`src/rtl/core/ppp_pkg.sv`:
```
// ---------------------------------------------------------------------------
// Preamble packet parser package
// Framing constants, status codes and the result record.
// ---------------------------------------------------------------------------
package ppp_pkg;

	localparam int HEADER_BYTES = 5;

	localparam logic [7:0] HEADER_LEN = 8'(HEADER_BYTES);
	localparam logic [7:0] MIN_LENGTH = 8'(HEADER_BYTES + 1);

	localparam logic [7:0] PRE1 = 8'h03;
	localparam logic [7:0] PRE2 = 8'hAF;
	localparam logic [7:0] PRE3 = 8'hEF;

	typedef enum logic [2:0] {
		ST_NONE = 3'd0,
		ST_OK   = 3'd1,
		ST_PRE1 = 3'd2,
		ST_PRE2 = 3'd3,
		ST_PRE3 = 3'd4,
		ST_LEN  = 3'd5,
		ST_SUM  = 3'd6
	} status_t;

	typedef struct packed {
		logic       payload_valid;
		logic [7:0] payload_byte;
		logic [7:0] payload_index;
		logic       packet_last;
		status_t    status;
	} result_t;

endpackage

```
`src/rtl/core/ppp_in_stage.sv`:
```
// ---------------------------------------------------------------------------
// Input register
// Captures one received byte; frees up when the parse stage takes it.
// ---------------------------------------------------------------------------
module ppp_in_stage (
	input  logic       clk,
	input  logic       arst_n,
	input  logic       in_valid,
	output logic       in_ready,
	input  logic [7:0] in_byte,
	input  logic       take,      // parse stage consumes the held byte
	output logic       valid_s1,
	output logic [7:0] byte_s1
);

	assign in_ready = !valid_s1 || take;

	always_ff @(posedge clk or negedge arst_n) begin
		if (!arst_n) begin
			valid_s1 <= 1'b0;
		end else if (in_valid && in_ready) begin
			valid_s1 <= 1'b1;
		end else if (take) begin
			valid_s1 <= 1'b0;
		end
	end

	always_ff @(posedge clk) begin
		if (in_valid && in_ready) begin
			byte_s1 <= in_byte;
		end
	end

endmodule

```
`src/rtl/core/ppp_parse.sv`:
```
// ---------------------------------------------------------------------------
// Packet parse step
// Framing state machine with running XOR and payload counters.
// ---------------------------------------------------------------------------
module ppp_parse (
	input  logic              clk,
	input  logic              arst_n,
	input  logic              step,     // byte consumed this cycle
	input  logic [7:0]        byte_in,
	output ppp_pkg::result_t  result
);

	typedef enum logic [2:0] {
		PH_PRE1 = 3'd0,
		PH_PRE2 = 3'd1,
		PH_PRE3 = 3'd2,
		PH_SUM  = 3'd3,
		PH_LEN  = 3'd4,
		PH_DATA = 3'd5,
		PH_HUNT = 3'd6
	} phase_t;

	phase_t     phase_q, phase_n;
	logic [7:0] xor_q, xor_n;
	logic [7:0] count_q, count_n;
	logic [7:0] pos_q, pos_n;

	always_comb begin
		phase_n = phase_q;
		xor_n   = xor_q ^ byte_in;
		count_n = count_q;
		pos_n   = pos_q;
		result  = '0;
		result.status = ppp_pkg::ST_NONE;

		case (phase_q)
			PH_PRE1: begin
				if (byte_in == ppp_pkg::PRE1) begin
					phase_n = PH_PRE2;
				end else begin
					phase_n = PH_HUNT;
					result.status = ppp_pkg::ST_PRE1;
				end
			end
			PH_PRE2: begin
				if (byte_in == ppp_pkg::PRE2) begin
					phase_n = PH_PRE3;
				end else begin
					phase_n = PH_HUNT;
					result.status = ppp_pkg::ST_PRE2;
				end
			end
			PH_PRE3: begin
				if (byte_in == ppp_pkg::PRE3) begin
					phase_n = PH_SUM;
				end else begin
					phase_n = PH_HUNT;
					result.status = ppp_pkg::ST_PRE3;
				end
			end
			PH_SUM: begin
				phase_n = PH_LEN;
			end
			PH_LEN: begin
				if (byte_in < ppp_pkg::MIN_LENGTH) begin
					phase_n = PH_HUNT;
					result.status = ppp_pkg::ST_LEN;
				end else begin
					count_n = byte_in - ppp_pkg::HEADER_LEN;
					pos_n   = '0;
					phase_n = PH_DATA;
				end
			end
			PH_DATA: begin
				result.payload_valid = 1'b1;
				result.payload_byte  = byte_in;
				result.payload_index = pos_q;
				pos_n = pos_q + 8'd1;
				if (pos_n >= count_q) begin
					result.packet_last = 1'b1;
					if (xor_n != 8'h00) begin
						result.status = ppp_pkg::ST_SUM;
						phase_n = PH_HUNT;
					end else begin
						result.status = ppp_pkg::ST_OK;
						phase_n = PH_PRE1;
					end
				end
			end
			default: begin
				// hunt: restart the checksum as if 0x03 had just arrived
				phase_n = (byte_in == ppp_pkg::PRE1) ? PH_PRE2 : PH_HUNT;
				xor_n   = ppp_pkg::PRE1;
			end
		endcase
	end

	always_ff @(posedge clk or negedge arst_n) begin
		if (!arst_n) begin
			phase_q <= PH_PRE1;
			xor_q   <= '0;
			count_q <= '0;
			pos_q   <= '0;
		end else if (step) begin
			phase_q <= phase_n;
			xor_q   <= xor_n;
			count_q <= count_n;
			pos_q   <= pos_n;
		end
	end

endmodule

```
`src/rtl/core/ppp_out_stage.sv`:
```
// ---------------------------------------------------------------------------
// Result register
// Holds one result until the downstream side takes it.
// ---------------------------------------------------------------------------
module ppp_out_stage (
	input  logic             clk,
	input  logic             arst_n,
	input  logic             load,
	input  ppp_pkg::result_t result,
	output logic             room,      // can load this cycle
	output logic             out_valid,
	input  logic             out_ready,
	output ppp_pkg::result_t result_s2
);

	assign room = !out_valid || out_ready;

	always_ff @(posedge clk or negedge arst_n) begin
		if (!arst_n) begin
			out_valid <= 1'b0;
		end else if (load) begin
			out_valid <= 1'b1;
		end else if (out_ready) begin
			out_valid <= 1'b0;
		end
	end

	always_ff @(posedge clk) begin
		if (load) begin
			result_s2 <= result;
		end
	end

endmodule

```
`src/rtl/core/preamble_packet_parser_core.sv`:
```
// An accepted byte is held in the input register, then parsed into the result register.
// Throughput: one byte per cycle while the result side is not stalling; the parse step sits
// alone between input and result register.
// Reset (arst_n low): phase back to first preamble byte, checksum and counters zeroed.
// ---------------------------------------------------------------------------
// Preamble packet parser, top level
// Byte stream in, one result per byte out. Packet framing:
//   0x03 0xAF 0xEF, checksum byte, total length L (L >= HEADER_BYTES + 1),
//   then L - HEADER_BYTES payload bytes; XOR over the whole packet is zero.
// Any framing or checksum error drops into hunt, which waits for 0x03.
// ---------------------------------------------------------------------------
module preamble_packet_parser_core (
	input  logic        clk,
	input  logic        arst_n,
	// byte input
	input  logic        s_axis_tvalid,
	output logic        s_axis_tready,
	input  logic [7:0]  s_axis_tdata,   // [7:0] byte_in
	// result output
	output logic        m_axis_tvalid,
	input  logic        m_axis_tready,
	output logic [15:0] m_axis_tdata,   // [7:0] payload_byte, [15:8] payload_index
	output logic        m_axis_tlast,   // packet_last
	output logic [3:0]  m_axis_tuser    // [0] payload_valid, [3:1] status
);

	logic             valid_s1;
	logic [7:0]       byte_s1;
	logic             room;
	logic             advance;
	ppp_pkg::result_t result;
	ppp_pkg::result_t result_s2;

	// the held byte moves through the parse step whenever the result
	// register is empty or being drained in the same cycle
	assign advance = valid_s1 && room;

	ppp_in_stage u_in (
		.clk      (clk),
		.arst_n   (arst_n),
		.in_valid (s_axis_tvalid),
		.in_ready (s_axis_tready),
		.in_byte  (s_axis_tdata),
		.take     (advance),
		.valid_s1 (valid_s1),
		.byte_s1  (byte_s1)
	);

	// framing state only advances on a consumed byte
	ppp_parse u_parse (
		.clk     (clk),
		.arst_n  (arst_n),
		.step    (advance),
		.byte_in (byte_s1),
		.result  (result)
	);

	ppp_out_stage u_out (
		.clk       (clk),
		.arst_n    (arst_n),
		.load      (advance),
		.result    (result),
		.room      (room),
		.out_valid (m_axis_tvalid),
		.out_ready (m_axis_tready),
		.result_s2 (result_s2)
	);

	assign m_axis_tdata = {result_s2.payload_index, result_s2.payload_byte};
	assign m_axis_tlast = result_s2.packet_last;
	assign m_axis_tuser = {result_s2.status, result_s2.payload_valid};

endmodule

```
`config.mk`:
```
export PLATFORM = sky130hd
export DESIGN_NAME = preamble_packet_parser_core
export DESIGN_NICKNAME = d
export VERILOG_FILES = /design/src/rtl/core/ppp_pkg.sv /design/src/rtl/core/ppp_in_stage.sv /design/src/rtl/core/ppp_parse.sv /design/src/rtl/core/ppp_out_stage.sv /design/src/rtl/core/preamble_packet_parser_core.sv
export SDC_FILE = /design/constraint.sdc
export NUM_CORES = 1
export LEC_CHECK = 0
export BUFFER_PORTS_ARGS = -buffer_cell sky130_fd_sc_hd__buf_4
export CAP_MARGIN = 20
export CORE_UTILIZATION = 60
export CTS_BUF_LIST = sky130_fd_sc_hd__clkbuf_4 sky130_fd_sc_hd__clkbuf_8
export CTS_CLUSTER_SIZE = 16
export DETAILED_ROUTE_END_ITERATION = 10
export GPL_TIMING_DRIVEN = 0
export PLACE_DENSITY = 0.88
export SYNTH_ARGS = -nofsm -noshare
export SYNTH_HDL_FRONTEND = slang
export SYNTH_SLANG_ARGS = --single-unit
export TNS_END_PERCENT = 5
```
`constraint.sdc`:
```
create_clock -name clk -period 2.7 [get_ports clk]
set_clock_uncertainty 0.05 [all_clocks]
set_input_delay 0.405 -clock clk [delete_from_list [all_inputs] [get_ports clk]]
set_output_delay 0.405 -clock clk [all_outputs]
set_load 0.05 [all_outputs]
```
-- Word level (Yosys, flattened, before mapping)
Cells that the tools add are included.
- $add $sub $neg: 2
- $lt $le $gt $ge: 2
- equality and inequality tests: 10
- muxes and demuxes: 22
- bitwise logic cells: 2
- reductions and logical operators: 15
- operators with widths (cell ; number):
    one-hot mux 3 bit (5 select lines) ; 2
    two-way mux 3 bit ; 8
    two-way mux 18 bit ; 1
    equality test 8 bit (second input constant) ; 2
    two-way mux 8 bit ; 2
    one-hot mux 8 bit (2 select lines) ; 1
    adder 8 x 1 -> 8 bit (second input constant) ; 1
    equality test 8 x 2 -> 1 bit (second input constant) ; 1
    greater-or-equal comparator 8 bit ; 1
    < comparator 8 x 3 -> 1 bit (second input constant) ; 1
    nonzero test 8 bit ; 1
    subtractor 8 x 3 -> 8 bit (second input constant) ; 1
    XOR 8 bit ; 1
    equality test 3 x 2 -> 1 bit (second input constant) ; 2
    equality test 3 bit (second input constant) ; 2
    two-way mux 2 bit ; 3
    AND reduction 3 bit ; 2
    nonzero test 2 bit ; 3
    OR reduction 6 bit ; 1
    two-way mux 1 bit ; 4
    two-way mux 4 bit ; 1
    equality test 3 x 1 -> 1 bit (second input constant) ; 1
    logical NOT 3 bit ; 1
    logical AND 1 bit ; 2
    6 further kinds ; 8
- register bits: 58
- bits of input ports: 12

-- Depth between registers and ports, before layout
- depth in word-level cells: 6
- gate-level depth with buffers: 10
- mapped depth without buffers: 10

-- By module
Synthesis repeated with hierarchy kept, for this count alone.
- cells, all modules: 281
- area, all modules: 2995.4 um^2
- by module, submodules not included (module ; times used ; cells an instance ; area each (um^2)):
    ppp_parse ; 1 ; 244 ; 2016.9
    ppp_out_stage ; 1 ; 24 ; 678.2
    ppp_in_stage ; 1 ; 12 ; 294.0
    preamble_packet_parser_core ; 1 ; 1 ; 6.3

-- Worst setup path before layout
OpenSTA, ideal clock, no wires.
- kind: register to register
- start point: register u_out.out_valid
- end point: register u_parse.phase_q[0]
- library setup time: 0.126 ns
- arrival time: 2.343 ns
- slack: 0.181 ns
- cell stages (with the launch flop): 7
- path buffers: 1
- clock period less this slack: 2.519 ns
- cell sequence: dfrtp_1 > nand2b_1 > nand2_1 > inv_1 > clkbuf_1 > o31ai_1 > o32a_1
- word-level cells in the longest chain between the ends: 4
- ends and longest elaborated chain (item ; RTL line ; RTL):
    start, declared ; ppp_out_stage.sv:11 ; output logic out_valid,
    start signal, assigned ; ppp_out_stage.sv:20 ; out_valid <= 1'b0;
    start signal, assigned ; ppp_out_stage.sv:22 ; out_valid <= 1'b1;
    start signal, assigned ; ppp_out_stage.sv:24 ; out_valid <= 1'b0;
    logical NOT 1 bit ; ppp_out_stage.sv:16 ; assign room = !out_valid || out_ready;
    logical OR 1 bit ; ppp_out_stage.sv:16 ;
    logical AND 1 bit ; preamble_packet_parser_core.sv:36 ; assign advance = valid_s1 && room;
    net advance ; preamble_packet_parser_core.sv:30 ; logic advance;
    AND reduction 2 bit (no source line) ; -- ;
    end signal, assigned ; ppp_parse.sv:105 ; phase_q <= phase_n;
    end, declared ; ppp_parse.sv:23 ; phase_t phase_q, phase_n;
The timed path passes the listed nets, and every way through them passes these cells.
A chain may end at the register's enable or synchronous reset.

-- Final worst setup path
- start point: register u_parse.pos_q[0]
- end point: register u_parse.phase_q[0]
- word-level cells in the longest chain between the ends: 4
- ends and longest elaborated chain (item ; RTL line ; RTL):
    start, declared ; ppp_parse.sv:26 ; logic [7:0] pos_q, pos_n;
    start signal, assigned ; ppp_parse.sv:108 ; pos_q <= pos_n;
    adder 8 x 1 -> 8 bit ; ppp_parse.sv:78 ; pos_n = pos_q + 8'd1;
    greater-or-equal comparator 8 bit ; ppp_parse.sv:79 ; if (pos_n >= count_q) begin
    != test 2 x 1 -> 1 bit (no source line) ; -- ;
    AND reduction 2 bit (no source line) ; -- ;
Every way passes these cells.

==> metrics.md <==
| Metric | Value |
|---|---|
| Status | `finished, final reports clean` |
| Final nets | `351` |
| Ys Warns | `0` |
| CTS tree | `yes` |
| Largest net degree at the start of global routing | `31` |
| PwrDens | `861 nW/µm²` |
| DP Area | `3350 µm²` |
| Synth top area share | `28.9%` |
| Design area | `about 3600 µm²` |
| Die area | `~5300 µm²` |
| Root buf cell | `clkbuf_8` |
| Reg clk slew, reported paths | `0.06 ns` |
| Synth area leader | `edfxtp_1` |
| Tot Pwr | `about 3.1 mW` |
| Tcrit/Tclk final | `96.8%` |
| Max Slew Vio Count | `0` |
| Synth Instances | `280` |
| Vias | `~2.3k` |
| Area growth syn-to-layout | `20.4%` |
| Peak VDD IR | `0.552 mV` |
| Clock buffer depth | `2` |
| 1st-iter DRT viols | `133` |
| Unrepaired setup endpoints after global routing | `no` |
| N_diodes | `0` |
| Die Height | `72.8 µm` |
| Avg Vias per Cell | `5.66` |
| #FFs+latches synth | `58` |
| Grt total ovfl | `0` |
| Worst hold path type | `input pin to flop` |
| DP Wirelength | `4250 µm` |
| Initial antenna violation count | `0` |
| Clock Latency Late Sink | `0.34 ns` |
| First-pass GRT wire length | `9990 µm` |
| Post-Syn Nets | `303` |
| CP Launch Type | `flop` |
| Final hold vios | `0` |
| Min Tclk post-route | `approximately 2.6 ns` |
| Post-Synthesis Cell Area | `3010 µm²` |
| I/O pin count | `35` |
| Initial core utilization | `62.9%` |
| Slew headroom | `48.2%` |
| Final ANT Viol Nets | `0` |
| Top FF cell, synth | `edfxtp_1` |
| Routability Congestion | `0.860` |
| Critical Path RT | `2.87 ns` |
| Pin slew with the least headroom to its limit | `between 0.7 and 0.8 ns` |
| 1st-pass router iterations | `5` |
| CP endpoint kind | `flop` |
| Wirelength per Cell | `15.4 µm` |
| Number of global-route vias before repair | `2,227` |
| GRT Total Usage | `26.1%` |
| TritonCTS Buffers | `9` |
| FP Rows | `25` |
| Setup WS pre-CTS | `-0.142 ns` |
| Worst setup margin | `0.0874 ns` |
| EDFF count, synth | `29` |
| Max H-tree Level | `3` |
| Port Buffers | `34` |
| Leakage | `1.56 nW` |
| FMAX | `0.383 GHz` |
| Drt drc | `0` |
| Die X | `72.8 µm` |
| Share of cells above drive strength 1 | `approximately 20%` |
| Top cells by area, synth | `edfxtp_1 29%, dfrtp_1 24%, xor2_1 4.9%, ha_1 4.6%, o21ai_0 3.8%` |
| Worst-path fanout max | `5` |
| Final WL | `6150 µm` |
| Sequential cell area fraction in the yosys report | `53.1%` |
| Setup CP Type | `flop to flop` |
| Final setup viols | `0` |
| CP Data Arrival Time | `2.78 ns` |
| Max_cap viols | `0` |
| Clk sinks | `58` |
| Async S/R FF share, synth | `between 50% and 60%` |
| Unique cell type count in the Yosys netlist | `between 40 and 50` |
| Synth Area per Inst | `10.7 µm²` |
| Area of the core | `~4800 µm²` |
[cell type report]
cell class | instances | area (µm²)
flip-flops and latches | 58 | 1600
multi-input cells | 190 | 1340
fillers | 334 | 1160
repair buffers | 38 | 288
clock buffers | 11 | 139
well taps | 67 | 83.8
plain buffers | 16 | 77.6
inverters | 15 | 56.3
clock inverters | 5 | 45.0
[cells in the mapped netlist, drive strengths merged, types with 5 or more instances]
cell type  instances
nor4               5
a32o               5
o21ai             26
inv               15
xor2              17
a21oi              7
ha                11
nand3              7
and2              17
nand2b             5
dfrtp             29
edfxtp            29
nand2             17
clkbuf            14
nor2              27
[registers in the layout, summed over array words and instances, names as in the netlist]
name	flops
u_in.valid_s1	1
u_parse.count_q	8
u_out.out_valid	1
u_in.byte_s1	8
u_out.result_s2	21
u_parse.pos_q	8
u_parse.xor_q	8
u_parse.phase_q	3
[final timing paths]
check                                                    start                             end  slack [ns]  cells past startpoint
worst max register to register    u_parse.pos_q[0]$_DFFE_PN0P_  u_parse.phase_q[0]$_DFFE_PN0P_        0.09                      9
worst min-delay path                           s_axis_tdata[1]       u_in.byte_s1[1]$_DFFE_PP_        0.19                      1
worst min register to register  u_parse.count_q[0]$_DFFE_PN0P_  u_parse.count_q[0]$_DFFE_PN0P_        0.45                      2
max in group asynchronous                               arst_n    u_parse.pos_q[0]$_DFFE_PN0P_        1.81                      2
worst max-delay path              u_parse.pos_q[0]$_DFFE_PN0P_  u_parse.phase_q[0]$_DFFE_PN0P_        0.09                      9
min in group asynchronous                               arst_n    u_parse.pos_q[5]$_DFFE_PN0P_        0.49                      2
[layout by cell type, fill, tap and decap left out, types with 2 or more instances in the layout]
cell type	instances
a211oi_2	2
o21ai_0	22
a31oi_1	2
clkinv_1	4
buf_4	37
nor2_1	27
buf_6	2
o21a_1	3
and3_1	3
o211ai_1	2
a32o_1	5
o211a_1	2
dfrtp_1	27
o21ai_1	4
nand2_1	17
and2_1	17
a21oi_1	6
edfxtp_1	29
nand2b_1	5
xor2_1	16
inv_1	15
ha_1	9
clkbuf_4	2
clkbuf_8	9
dfrtp_2	2
nor2b_1	2
clkbuf_1	12
a22oi_1	2
nor3_1	3
a21o_1	2
xnor2_1	3
nor4_1	4
ha_4	2
nand3_1	7
[worst max-delay path, stage by stage (launching register included)]
cell and delay [ns]:
dfrtp_2 0.45, and3_1 0.21, and3_1 0.20, and3_1 0.21, xor2_2 0.17, ha_4 0.30
nand3_1 0.12, a211oi_2 0.30, o31ai_2 0.12, o32a_1 0.38
[cells by family (layout without fill, tap and decap cells)]
group                      count (synthesis)  after routing  share of synthesized area (%)
buffers and inverters                     32             85                           4.53
xor gates and xnor gates                  20             20                           5.82
AOI/OAI and AO/OA                         65             65                           15.5
muxes                                      1              1                          0.333
and+or+nand+nor                           93             93                           16.2
DFF                                       58             58                           53.1
adders and majority gates                 11             11                           4.57
[routing by layer]
layer,routed length (µm),vias up,global-route usage [%]
met4,92,0,14.8
met2,3280,82,46.0
li1,-,1093,-
met3,303,11,4.97
met5,0,-,0
met1,2470,1078,29.9
[power by group]
group / total (mW) / internal (mW) / switching (mW)
Clock: 0.756 / 0.434 / 0.322
Combinational: 1.10 / 0.394 / 0.705
Sequential: 1.26 / 1.14 / 0.121
[metrics by stage]
step                      TNS, ns  hold WS (ns)  std cells  util, %
after floorplan                 0        0.0594        280        -
after global placement     -0.674         0.312        381     70.0
after detailed placement   -0.431         0.313        381     70.0
after CTS                       0         0.183        398     74.2
after global routing            0         0.184        400     75.7
final                           0         0.190        400     75.7
[timing repair]
item | in CTS | in global routing
buffers inserted | 0 | 3
cloned | 0 | 0
hold endpoints to repair | 29 | 0
pin swaps | 0 | 4
gates resized for setup | 3 | 9
setup endpoints to repair | 4 | 5
hold buffers | 1 | 0
Note: power is estimated with default switching activity, not from simulation.
